**config.mk**
```make
export PLATFORM = sky130hd
export DESIGN_NAME = tch_ctrl
export DESIGN_NICKNAME = d
export VERILOG_FILES = /design/src/rtl/tch_pkg.sv /design/src/rtl/tch_ctrl.sv
export SDC_FILE = /design/constraint.sdc
export NUM_CORES = 1
export LEC_CHECK = 0
export ABC_AREA = 1
export BUFFER_PORTS_ARGS = -buffer_cell sky130_fd_sc_hd__buf_2
export CAP_MARGIN = 10
export CELL_PAD_IN_SITES_DETAIL_PLACEMENT = 0
export CELL_PAD_IN_SITES_GLOBAL_PLACEMENT = 1
export CORE_MARGIN = 1.5
export CORE_UTILIZATION = 33
export CTS_BUF_LIST = sky130_fd_sc_hd__clkbuf_8
export DETAILED_ROUTE_END_ITERATION = 8
export GPL_ROUTABILITY_DRIVEN = 0
export PLACE_DENSITY_LB_ADDON = 0.05
export SLEW_MARGIN = 10
export SYNTH_ARGS = -nofsm -noshare
export SYNTH_HDL_FRONTEND = slang
export SYNTH_SLANG_ARGS = --single-unit
```
**constraint.sdc**
```tcl
create_clock -name clk_i -period 4.1 [get_ports clk_i]
set_clock_uncertainty 0.05 [all_clocks]
set_input_delay 0.82 -clock clk_i [delete_from_list [all_inputs] [get_ports clk_i]]
set_output_delay 0.82 -clock clk_i [all_outputs]
set_load 0.02 [all_outputs]
```
**src/rtl/tch_pkg.sv**
```systemverilog
`timescale 1ns / 1ps

package tch_pkg;

  // one input item
  typedef struct packed {
    logic        kind;
    logic [63:0] key;
    logic [15:0] ham_add;
    logic [15:0] spam_add;
  } in_item_t;

  // one result item
  typedef struct packed {
    logic [2:0]  status;
    logic [63:0] entry_key_out;
    logic [31:0] ham_total;
    logic [31:0] spam_total;
    logic        last;
  } out_item_t;

  // result status codes
  localparam logic [2:0] ST_NEW     = 3'd0;
  localparam logic [2:0] ST_MERGED  = 3'd1;
  localparam logic [2:0] ST_FULL    = 3'd2;
  localparam logic [2:0] ST_DRAINED = 3'd3;
  localparam logic [2:0] ST_EMPTY   = 3'd4;

  // item kinds
  localparam logic KIND_ACC   = 1'b0;
  localparam logic KIND_DRAIN = 1'b1;

  // datapath commands issued by the controller
  typedef enum logic [4:0] {
    OP_NONE,
    OP_CLR,
    OP_LATCH,
    OP_HRD,
    OP_HCUR,
    OP_WRD,
    OP_MERGE,
    OP_STEP,
    OP_FULL,
    OP_NEW,
    OP_LINK,
    OP_EMPTY,
    OP_DHRD,
    OP_DSKIP,
    OP_DENT,
    OP_DTAKE,
    OP_PUSH
  } op_e;

  // datapath status seen by the controller
  typedef struct packed {
    logic kind;
    logic rem_done;
    logic clr_last;
    logic cur_null;
    logic key_hit;
    logic pool_full;
    logic prev_null;
    logic live_zero;
    logic head_null;
    logic qualify;
    logic out_free;
  } sts_t;

endpackage

```
**src/rtl/tch_ctrl.sv**
```systemverilog
`timescale 1ns / 1ps

module tch_ctrl
  import tch_pkg::*;
(
  input  logic clk_i,
  input  logic rst_ni,
  input  logic in_valid_i,
  output logic in_stall_o,
  input  sts_t sts_i,
  output op_e  cmd_o
);

  localparam logic [3:0] S_CLR  = 4'd0;
  localparam logic [3:0] S_IDLE = 4'd1;
  localparam logic [3:0] S_DISP = 4'd2;
  localparam logic [3:0] S_HASH = 4'd3;
  localparam logic [3:0] S_HRD  = 4'd4;
  localparam logic [3:0] S_HCUR = 4'd5;
  localparam logic [3:0] S_WALK = 4'd6;
  localparam logic [3:0] S_CMP  = 4'd7;
  localparam logic [3:0] S_MISS = 4'd8;
  localparam logic [3:0] S_LINK = 4'd9;
  localparam logic [3:0] S_DCHK = 4'd10;
  localparam logic [3:0] S_DHD  = 4'd11;
  localparam logic [3:0] S_DEV  = 4'd12;
  localparam logic [3:0] S_DONE = 4'd13;

  logic [3:0] state_q, state_d;

  assign in_stall_o = (state_q != S_IDLE);

  // next state and command
  always_comb begin
    state_d = state_q;
    cmd_o   = OP_NONE;
    unique case (state_q)
      S_CLR: begin
        cmd_o = OP_CLR;
        if (sts_i.clr_last) state_d = S_IDLE;
      end
      S_IDLE: begin
        if (in_valid_i) begin
          cmd_o   = OP_LATCH;
          state_d = S_DISP;
        end
      end
      S_DISP: begin
        state_d = (sts_i.kind == KIND_ACC) ? S_HASH : S_DCHK;
      end
      S_HASH: begin
        if (sts_i.rem_done) state_d = S_HRD;
      end
      S_HRD: begin
        cmd_o   = OP_HRD;
        state_d = S_HCUR;
      end
      S_HCUR: begin
        cmd_o   = OP_HCUR;
        state_d = S_WALK;
      end
      S_WALK: begin
        if (sts_i.cur_null) begin
          state_d = S_MISS;
        end else begin
          cmd_o   = OP_WRD;
          state_d = S_CMP;
        end
      end
      S_CMP: begin
        if (sts_i.key_hit) begin
          cmd_o   = OP_MERGE;
          state_d = S_DONE;
        end else begin
          cmd_o   = OP_STEP;
          state_d = S_WALK;
        end
      end
      S_MISS: begin
        if (sts_i.pool_full) begin
          cmd_o   = OP_FULL;
          state_d = S_DONE;
        end else begin
          cmd_o   = OP_NEW;
          state_d = sts_i.prev_null ? S_DONE : S_LINK;
        end
      end
      S_LINK: begin
        cmd_o   = OP_LINK;
        state_d = S_DONE;
      end
      S_DCHK: begin
        if (sts_i.live_zero) begin
          cmd_o   = OP_EMPTY;
          state_d = S_DONE;
        end else begin
          cmd_o   = OP_DHRD;
          state_d = S_DHD;
        end
      end
      S_DHD: begin
        if (sts_i.head_null) begin
          cmd_o   = OP_DSKIP;
          state_d = S_DCHK;
        end else begin
          cmd_o   = OP_DENT;
          state_d = S_DEV;
        end
      end
      S_DEV: begin
        cmd_o   = OP_DTAKE;
        state_d = sts_i.qualify ? S_DONE : S_DCHK;
      end
      S_DONE: begin
        if (sts_i.out_free) begin
          cmd_o   = OP_PUSH;
          state_d = S_IDLE;
        end
      end
      default: state_d = S_IDLE;
    endcase
  end

  always_ff @(posedge clk_i or negedge rst_ni) begin
    if (!rst_ni) begin
      state_q <= S_CLR;
    end else begin
      state_q <= state_d;
    end
  end

endmodule

```
==> out/metrics.yaml <==
ctsHoldBuffers: 0
crit_fanout: 5
n_fill_cell: 167
status: "finished clean"
slew-limit-headroom_pct: 72.9
cpPeakStageDelay_ns: 0.41
maxCapViolations: 0
post-route-util_pct: 45.5
grt_pass1_wl_um: 2420
start_util_pct: 35.0
n_antenna_cell: 0
cts_buffers: 3
core_um2: 1490
dr.pass1.iters: 4
yosysSeqAreaShare_pct: 19.2
cts_tree: "done"
wl_per_cell_um: 10.9
dieArea_um2: 1830
arrival_ns: 1.60
fp-row-count: 14
start_kind: "register"
drtAntennaViolNets: 0
final_cell_mix: "nand2_1 (36), buf_2 (19), nor2_1 (16), nand3_1 (13), inv_1 (12)"
insertion_delay_ns: 0.22
period_share_pct: 60.3
drc: 0
cts_max_level: 1
max_freq_ghz: 0.404
fp.dieW_um: 42.8
worstPathCellList: "inv_1, nor2_1, nand3_1, nand2_1, inv_1, nand3_1, buf_2"
largest_reg_flops: 4
vdd_drop_max_v: 0.000348
synth.distinct_cells: 16
io_buffers: 19
ys_ff_latch: 4
vias: 682
hold_ws_ns: 0.354
track_usage_pct: 17.6
worstSetupPathType: "reg2out"
yosysWarnings: 0
min_path_type: "in2async"
placedCellCount: 137
post_cts_resized: 0
path_clk_slew_ns: 0.03
cts_setup_buffers: 0
nNetsFinal: 140
clock_sinks: 4
antenna_found_initial: 0
syn_inst: 102
vias_per_cell: 4.87
layout_commonest_cell: "nand2_1"
clockRootBuffer: "clkbuf_8"
area_growth_pct: 30.0
rsz0062_at_grt: "false"
die_h_um: 42.8
worstMarginPinSlew_ns: 0.405
yosysTopAreaCell: "nand2_1"
routed_wl_um: 1530
critPathCaptureType: "primary output"
overflow: 0
place_ws_ns: 1.73
hold_viol_final: 0
hpwlAfterDp_um: 1240
synth_top_area_share_pct: 25.9
io_pins: 20
setup_ws_ns: 1.63
grt_max_degree: 9
slew_violations: 0
pwr_density_cell_nw_per_um2: 786
syn_avg_cell_area_um2: 5.12
setup_tns_ns: 0
grt_pass1_vias: 576
setup_violations: 0
top_register: "state_q"
netlist_area_um2: 522
clockBufferDepth: 2
period_needed_ns: 2.47
crit_slowest_cell: "dfrtp_1"
cp_data_required_time_ns: 3.23
top_regs: "state_q (4)"
fin_cells: 140
yosys-top-cells-area: "nand2_1 (26%), dfrtp_1 (19%), nand3_1 (12%)"
power_leakage_nw: 0.414
drive_gt1_share_pct: 24.2
drtIter0Drc: 12
syn-num-nets: 116
report_power, final:
part | internal (mW) | leakage (nW) | switching [mW]
registers | 0.0604 | 0.0501 | 0.0271
clock network | 0.0625 | 0.0216 | 0.0200
logic | 0.118 | 0.343 | 0.245
total | 0.241 | 0.414 | 0.292
through the flow:
step,cell area [µm²],power [mW]
finish,678,0.533
global route,678,0.582
CTS,678,0.535
detailed placement,637,0.449
global placement,637,0.451
floorplan,522,0.350
worst paths after layout:
path	slack, ns	from	end	cells after the start
max reg2reg	2.51	state_q[2]$_DFFE_PN0P_	state_q[2]$_DFFE_PN0P_	7
min	0.35	rst_ni	state_q[2]$_DFFE_PN0P_	1
max	1.63	state_q[2]$_DFFE_PN0P_	cmd_o[2]	7
max in group asynchronous	3.53	rst_ni	state_q[1]$_DFFE_PN0P_	1
min in group clk_i	0.58	state_q[0]$_DFFE_PN0P_	state_q[0]$_DFFE_PN0P_	2
min reg2reg	0.58	state_q[0]$_DFFE_PN0P_	state_q[0]$_DFFE_PN0P_	2
per-layer routing:
metal / GRT usage (%) / part of all wire [%]
met3: 6.38 / 4.5
met4: 3.75 / 0
met2: 27.6 / 46
met1: 23.1 / 49
met5: 0 / 0
layout make-up:
cell class,instances,area (µm²),area share [%]
flip-flops and latches,4,100,14.8
inverters,15,56.3,8.30
well taps,16,20.0,2.95
repair buffers,19,95.1,14.0
clock buffers,3,41.3,6.09
multi-input cells,83,365,53.9
critical path, delay by kind of cell (launching register included):
kind	cells	cell delay [ns]
simple gates	4	0.69
buf+inv	3	0.29
flops	1	0.41
cells in the mapped netlist:
cell and instances:
nor2_2 4, dfrtp_1 4, inv_1 12, or2_1 1, nor4_1 1, inv_2 3, nand4_1 2, o21ai_0 3
nand3_1 13, o21ai_2 1, o22ai_1 1, nor3_1 1, o21ai_1 1, a21oi_1 3, nor2_1 16, nand2_1 36
cell families after synthesis:
kind of cell | Yosys count | share of synthesized area, %
AND/OR/NAND/NOR | 74 | 60.4
flip-flops | 4 | 19.2
AO/OA/AOI/OAI | 9 | 9.59
buffers and inverters | 15 | 10.8
(Power assumes the default switching activity.)
